<file path="config.mk">
export PLATFORM = sky130hd
export DESIGN_NAME = annexb_nal_splitter
export DESIGN_NICKNAME = d
export VERILOG_FILES = /design/src/hdl/anb_pkg.sv /design/src/hdl/anb_step.sv /design/src/hdl/annexb_nal_splitter.sv
export VERILOG_INCLUDE_DIRS = /design/src /design/src/hdl
export SDC_FILE = /design/constraint.sdc
export NUM_CORES = 1
export LEC_CHECK = 0
export BUFFER_PORTS_ARGS = -buffer_cell sky130_fd_sc_hd__buf_4
export CAP_MARGIN = 0
export CORE_MARGIN = 2
export CORE_UTILIZATION = 45
export CTS_BUF_LIST = sky130_fd_sc_hd__clkbuf_4 sky130_fd_sc_hd__clkbuf_8
export CTS_CLUSTER_DIAMETER = 120
export DETAILED_ROUTE_END_ITERATION = 10
export PLACE_DENSITY = 0.65
export SYNTH_ARGS = -nofsm -noshare
export SYNTH_HDL_FRONTEND = slang
export SYNTH_HIERARCHICAL = 1
export SYNTH_SLANG_ARGS = --single-unit
</file>
<file path="constraint.sdc">
create_clock -name aclk -period 7.59 [get_ports aclk]
set_clock_uncertainty 0.1 [all_clocks]
set_input_delay 0.3795 -clock aclk [delete_from_list [all_inputs] [get_ports aclk]]
set_output_delay 0.3795 -clock aclk [all_outputs]
set_load 0.05 [all_outputs]
</file>
<file path="src/hdl/annexb_nal_splitter_assert.svh">
// Assertion macros for the NAL splitter, clocked on aclk, disabled in reset.
`ifndef ANNEXB_NAL_SPLITTER_ASSERT_SVH
`define ANNEXB_NAL_SPLITTER_ASSERT_SVH

// Same-cycle implication.
`define ANB_ASSERT_NOW(label, ante, cons) \
    label: assert property (@(posedge aclk) disable iff (!aresetn) (ante) |-> (cons)) \
        else $error("annexb_nal_splitter: same-cycle check failed");

// Next-cycle implication.
`define ANB_ASSERT_NEXT(label, ante, cons) \
    label: assert property (@(posedge aclk) disable iff (!aresetn) (ante) |=> (cons)) \
        else $error("annexb_nal_splitter: next-cycle check failed");

`endif

</file>
<file path="src/hdl/anb_pkg.sv">
package anb_pkg;

    localparam int MAX_RES = 5;
    localparam int CNT_W   = 3;

    localparam logic [7:0] ZERO_BYTE  = 8'h00;
    localparam logic [7:0] START_BYTE = 8'h01;

    typedef struct packed {
        logic [7:0] data_byte;
        logic       end_of_buffer;
    } in_beat_t;

    typedef struct packed {
        logic [7:0] nal_byte;
        logic       nal_first;
        logic       nal_last;
        logic       unit_end;
    } out_beat_t;

    typedef struct packed {
        logic [1:0] zero_run;
        logic       synced;
        logic [7:0] held_byte;
        logic       held_valid;
        logic       next_is_first;
    } state_t;

    typedef struct packed {
        out_beat_t [MAX_RES-1:0] items;
        logic [CNT_W-1:0]        count;
    } step_res_t;

    localparam state_t STATE_RESET = '{
        zero_run:      2'd0,
        synced:        1'b0,
        held_byte:     8'h00,
        held_valid:    1'b0,
        next_is_first: 1'b1
    };

    function automatic out_beat_t mk_beat(logic [7:0] b, logic last, logic ue);
        out_beat_t r;
        r.nal_byte  = b;
        r.nal_first = 1'b0;
        r.nal_last  = last;
        r.unit_end  = last & ue;
        return r;
    endfunction

endpackage

</file>
<file path="src/hdl/anb_step.sv">
module anb_step (
    input  anb_pkg::state_t    st,
    input  anb_pkg::in_beat_t  beat,
    output anb_pkg::state_t    st_next,
    output anb_pkg::step_res_t res
);

    always_comb begin
        logic [1:0]               zr;
        logic                     sy;
        logic [7:0]               hb;
        logic                     hv;
        logic                     is_start;
        logic                     eob;
        logic [2:0]               total;
        logic [anb_pkg::CNT_W-1:0] n;
        anb_pkg::out_beat_t [anb_pkg::MAX_RES-1:0] items;

        zr       = st.zero_run;
        sy       = st.synced;
        hb       = st.held_byte;
        hv       = st.held_valid;
        eob      = beat.end_of_buffer;
        n        = '0;
        items    = '0;
        total    = '0;
        is_start = (beat.data_byte == anb_pkg::START_BYTE) && (zr >= 2'd2);

        if (is_start) begin
            if (sy && hv) begin
                items[n] = anb_pkg::mk_beat(hb, 1'b1, eob);
                n = n + 3'd1;
            end
            sy = 1'b1;
            hv = 1'b0;
            zr = 2'd0;
        end else if (beat.data_byte == anb_pkg::ZERO_BYTE) begin
            if (zr != 2'd3) begin
                zr = zr + 2'd1;
            end else if (sy) begin
                if (hv) begin
                    items[n] = anb_pkg::mk_beat(hb, 1'b0, 1'b0);
                    n = n + 3'd1;
                end
                hb = anb_pkg::ZERO_BYTE;
                hv = 1'b1;
            end
        end else begin
            if (sy) begin
                if (hv) begin
                    items[n] = anb_pkg::mk_beat(hb, 1'b0, 1'b0);
                    n = n + 3'd1;
                end
                for (int k = 0; k < 3; k++) begin
                    if (2'(k) < zr) begin
                        items[n] = anb_pkg::mk_beat(anb_pkg::ZERO_BYTE, 1'b0, 1'b0);
                        n = n + 3'd1;
                    end
                end
                hb = beat.data_byte;
                hv = 1'b1;
            end
            zr = 2'd0;
        end

        if (eob && sy) begin
            total = {2'b00, hv} + {1'b0, zr};
            for (int k = 0; k < 4; k++) begin
                if (3'(k) < total) begin
                    items[n] = anb_pkg::mk_beat((k == 0 && hv) ? hb : anb_pkg::ZERO_BYTE,
                                                3'(k + 1) == total, 1'b1);
                    n = n + 3'd1;
                end
            end
        end

        items[0].nal_first = st.next_is_first && (n != '0);

        res.items = items;
        res.count = n;

        if (eob) begin
            st_next = anb_pkg::STATE_RESET;
        end else begin
            st_next.zero_run      = zr;
            st_next.synced        = sy;
            st_next.held_byte     = hb;
            st_next.held_valid    = hv;
            st_next.next_is_first = is_start ? 1'b1 : ((n != '0) ? 1'b0 : st.next_is_first);
        end
    end

endmodule

</file>
<file path="src/hdl/annexb_nal_splitter.sv">
// Latency: the first result of a byte is offered on m_ the cycle after the byte's beat.
// Throughput: one byte per cycle while each byte yields at most one result and m_ready
// stays high; a byte that yields several results (up to five) holds off further bytes
// until its results have drained, one buffer entry per accepted m_ beat.
// Reset: aresetn synchronous, active low; clears matcher state and the result count (buffer contents are not reset).
`include "annexb_nal_splitter_assert.svh"

module annexb_nal_splitter (
    input  logic                aclk,
    input  logic                aresetn,
    input  logic                s_valid,
    output logic                s_ready,
    input  anb_pkg::in_beat_t   s_data,
    output logic                m_valid,
    input  logic                m_ready,
    output anb_pkg::out_beat_t  m_data
);

    anb_pkg::state_t    state_reg, state_next, step_state;
    anb_pkg::step_res_t step_res;

    anb_pkg::out_beat_t [anb_pkg::MAX_RES-1:0] buf_reg, buf_next;
    logic [anb_pkg::CNT_W-1:0] cnt_reg, cnt_next;

    logic in_fire;
    logic out_fire;

    anb_step u_step (
        .st      (state_reg),
        .beat    (s_data),
        .st_next (step_state),
        .res     (step_res)
    );

    assign m_valid  = (cnt_reg != '0);
    assign m_data   = buf_reg[0];
    assign out_fire = m_valid && m_ready;
    assign s_ready  = (cnt_reg == '0) || ((cnt_reg == 3'd1) && m_ready);
    assign in_fire  = s_valid && s_ready;

    always_comb begin
        state_next = state_reg;
        buf_next   = buf_reg;
        cnt_next   = cnt_reg;
        if (in_fire) begin
            state_next = step_state;
            buf_next   = step_res.items;
            cnt_next   = step_res.count;
        end else if (out_fire) begin
            for (int i = 0; i < anb_pkg::MAX_RES - 1; i++) begin
                buf_next[i] = buf_reg[i+1];
            end
            cnt_next = cnt_reg - 3'd1;
        end
    end

    always_ff @(posedge aclk) begin
        if (!aresetn) begin
            state_reg <= anb_pkg::STATE_RESET;
            cnt_reg   <= '0;
        end else begin
            state_reg <= state_next;
            cnt_reg   <= cnt_next;
        end
    end

    always_ff @(posedge aclk) begin
        buf_reg <= buf_next;
    end

    `ANB_ASSERT_NOW(a_cnt_bound, 1'b1, cnt_reg <= 3'd5)
    `ANB_ASSERT_NOW(a_ready_drained, s_ready, cnt_reg <= 3'd1)
    `ANB_ASSERT_NOW(a_held_needs_sync, state_reg.held_valid, state_reg.synced)
    `ANB_ASSERT_NOW(a_marker_on_last, m_valid && m_data.unit_end, m_data.nal_last)
    `ANB_ASSERT_NEXT(a_eob_resets, in_fire && s_data.end_of_buffer,
                     state_reg == anb_pkg::STATE_RESET)

endmodule

</file>
==> impl_metrics.env <==
export IMPL_port_buffers=25
export IMPL_vias=3899
export IMPL_ant_nets=0
export IMPL_slew_viol_final=0
export IMPL_largest_reg_flops=44
export IMPL_outcome="finished, final reports clean"
export IMPL_diodes=0
export IMPL_grt_overflow=0
export IMPL_via_per_inst=5.86
export IMPL_multi_input_area_sq_mm=0.00280
export IMPL_cp_end_kind="register"
export IMPL_nNetsFinal=545
export IMPL_cts_root_buf="clkbuf_8"
export IMPL_grt_max_degree=47
export IMPL_timing_hold_ws_ps=147
export IMPL_die_w_um=111
export IMPL_netlist_instances=522
export IMPL_cts_resized=0
export IMPL_routedWlPerCell_um=18.0
export IMPL_final_setup_tns_ps=0
export IMPL_min_period_over_period_pct=91.6
export IMPL_clk_insertion_delay_late_ps=350
export IMPL_place_congestion=0.888
export IMPL_worstMarginPinSlew_ps=1220
export IMPL_final_core_util_pct=48.1
export IMPL_syn_to_final_growth_pct=5.38
export IMPL_seq_area_frac_synth_pct=38.2
export IMPL_synth_top_area_cell="edfxtp_1"
export IMPL_syn_area_sq_mm=0.00516
export IMPL_die_h_um=111
export IMPL_cts_hold_buf=0
export IMPL_grtUsageTotal_pct=19.9
export IMPL_rsz0062_at_grt="false"
export IMPL_ys_warn_count=6
export IMPL_initial_core_util_pct=45.6
export IMPL_critPathKind="reg -> reg"
export IMPL_synth_area_top_cells="edfxtp_1 32%, mux2_4 11%, dfxtp_1 6.2%"
export IMPL_relSlewSlack_pct=18.4
export IMPL_start_kind="register"
export IMPL_yosys_cell_types_count=80
export IMPL_drc=0
export IMPL_antenna_found_initial=0
export IMPL_synthArstFlopShare_pct=0
export IMPL_post_dp_hpwl_mm=8.61
export IMPL_peakVddDrop_uv=340
export IMPL_synth_ff_type="edfxtp_1"
export IMPL_coreArea_sq_mm=0.0113
export IMPL_synth_edff_count=55
export IMPL_final_fill_count=1057
export IMPL_cts_clk_slew_worst_paths_ps=80
export IMPL_period_minus_slack_ps=6950
export IMPL_power_leakage_nw=1.98
export IMPL_ys_ff_latch=71
export IMPL_cts_tree="built"
export IMPL_cts_buffer_depth=2
export IMPL_powerDensity_mw_per_mm2=310
export IMPL_synth_top_area_share_pct=32.0
export IMPL_drive_above_1_share_pct=20.9
export IMPL_cts_max_level=3
export IMPL_floorplan_rows=39
export IMPL_p_switching_w=0.000601
export IMPL_p_int_w=0.00108
export IMPL_timing_fmax_mhz=144
export IMPL_critical_path_required_ps=7590
export IMPL_postCtsSetupBuffers=0
export IMPL_switching_share_pct=35.7
export IMPL_cts_buffers_inserted=9
export IMPL_critical_path_arrival_ps=6960
export IMPL_fp_dieArea_sq_mm=0.0123
export IMPL_grt_pass1_wl_mm=19.9
export IMPL_finalPower_w=0.00169
export IMPL_grt_pass1_vias=3871
export IMPL_clock_sinks=71
export IMPL_worst_path_max_fanout=16
export IMPL_io_pins=26
export IMPL_setup_viol=0
export IMPL_drtIter0Drc=238
export IMPL_hold_path_class="in -> reg"
export IMPL_seqPwrFrac_pct=41.4
export IMPL_maxCapViolations=0
export IMPL_drt_wl_total_mm=11.9
export IMPL_seq_area_sq_mm=0.00197
export IMPL_syn_avg_cell_area_sq_um=9.89
export IMPL_pwr_share_clk_pct=18.5
export IMPL_combPwrFrac_pct=40.2
export IMPL_drt_first_pass_iters=5
export IMPL_hold_viol=0
[metal layers]
layer	wire length (um)	GRT usage [%]	part of all wire, %
met3	558	4.59	4.7
met1	5750	27.5	48
met5	0	0	0
met2	5400	31.0	45
met4	244	6.50	2.0
[placed cells by master, fill, tap and decap left out, types with 11 or more instances in the layout]
cell type / netlist / final
a21oi_1: 33 / 33
buf_4: 24 / 29
dfxtp_1: 16 / 16
edfxtp_1: 55 / 55
ha_1: 14 / 14
inv_1: 19 / 19
mux2_4: 38 / 38
nand2_1: 50 / 50
nand3_1: 24 / 24
nor2_1: 54 / 54
nor3_1: 13 / 13
o21ai_0: 14 / 14
o22ai_1: 11 / 11
[critical path: stages, from the launching register on]
cell and delay (ps):
dfxtp_1 660, nor2_1 170, inv_1 120, fa_1 470, ha_1 310, nand2b_1 160, a31oi_1 300, nor2_1 130
nand2_1 200, inv_1 90, ha_1 420, a21o_1 220, ha_1 370, inv_1 70, o21ai_0 270, ha_1 310
mux2_2 280, a221oi_2 450, inv_1 120, nor4_1 310, a22oi_1 180, a221oi_4 470, o22ai_1 210, mux2_4 300
[per-stage QoR]
stage / instance area [sq um] / setup slack (ps) / std cells
3_3_place_gp: 5240 / 875 / 649
5_1_grt: 5440 / 97.5 / 665
4_1_cts: 5440 / 722 / 665
6_report: 5440 / 639 / 665
3_5_place_dp: 5240 / 698 / 649
2_1_floorplan: 5170 / 1630 / 525
[power by group through the flow]
| stage | clock (W) | combinational [W] | sequential [W] |
|---|---|---|---|
| floorplan | 0 | 0.000605 | 0.000685 |
| global placement | 0 | 0.000667 | 0.000701 |
| detailed placement | 0 | 0.000682 | 0.000706 |
| CTS | 0.000317 | 0.000684 | 0.000699 |
| global route | 0.000334 | 0.000722 | 0.000713 |
| finish | 0.000311 | 0.000677 | 0.000697 |
[cell families (layout without fill, tap and decap cells)]
logic type | Yosys count | after routing | share of synthesized area (%)
compound gates | 117 | 117 | 15.9
xor+xnor | 12 | 12 | 2.69
fa+ha+maj | 15 | 15 | 3.78
buf+inv | 68 | 65 | 7.87
flops | 71 | 71 | 38.2
mux | 46 | 46 | 12.8
other cells | 1 | 4 | 0.0726
simple gates | 192 | 192 | 18.7
[cells in the mapped netlist (3+ instances only)]
cell type  number
edfxtp_1       55
a221oi_1        3
buf_4          24
clkbuf_1        9
a21oi_1        33
or3_1           3
o211ai_1        3
mux2_1          6
o21ai_0        14
xnor2_1         9
o21ai_1         6
buf_2           6
dfxtp_1        16
a211oi_1        5
o21a_1          3
a21boi_0        4
nand3_1        24
and2_1          4
nor2b_1         6
o22ai_1        11
nor2_1         54
mux2_4         38
a21o_1         10
nor4_1          7
nor3_1         13
nand2b_1        8
ha_1           14
buf_6           7
inv_1          19
nand2_1        50
[final timing paths]
kind,startpoint,endpoint,slack [ps],cells past startpoint
worst max-delay path,state_reg[12]$_SDFFE_PN0P_,m_data[6]$_DFFE_PP_,640,23
worst max register to register,state_reg[12]$_SDFFE_PN0P_,m_data[6]$_DFFE_PP_,640,23
worst min register to register,state_reg[5]$_SDFFE_PN0P_,state_reg[5]$_SDFFE_PN0P_,420,2
worst min-delay path,aresetn,state_reg[0]$_SDFFE_PN1P_,150,2
[final cells by class]
| type | instances | area share [%] |
|---|---|---|
| Multi-Input combinational cell | 386 | 51.4 |
| Inverter | 20 | 1.38 |
| Clock inverter | 6 | 1.26 |
| Tap cell | 143 | 3.29 |
| Clock buffer | 10 | 2.41 |
| Sequential cell | 71 | 36.2 |
| Timing Repair Buffer | 29 | 4.00 |
(Power assumes the default switching activity.)
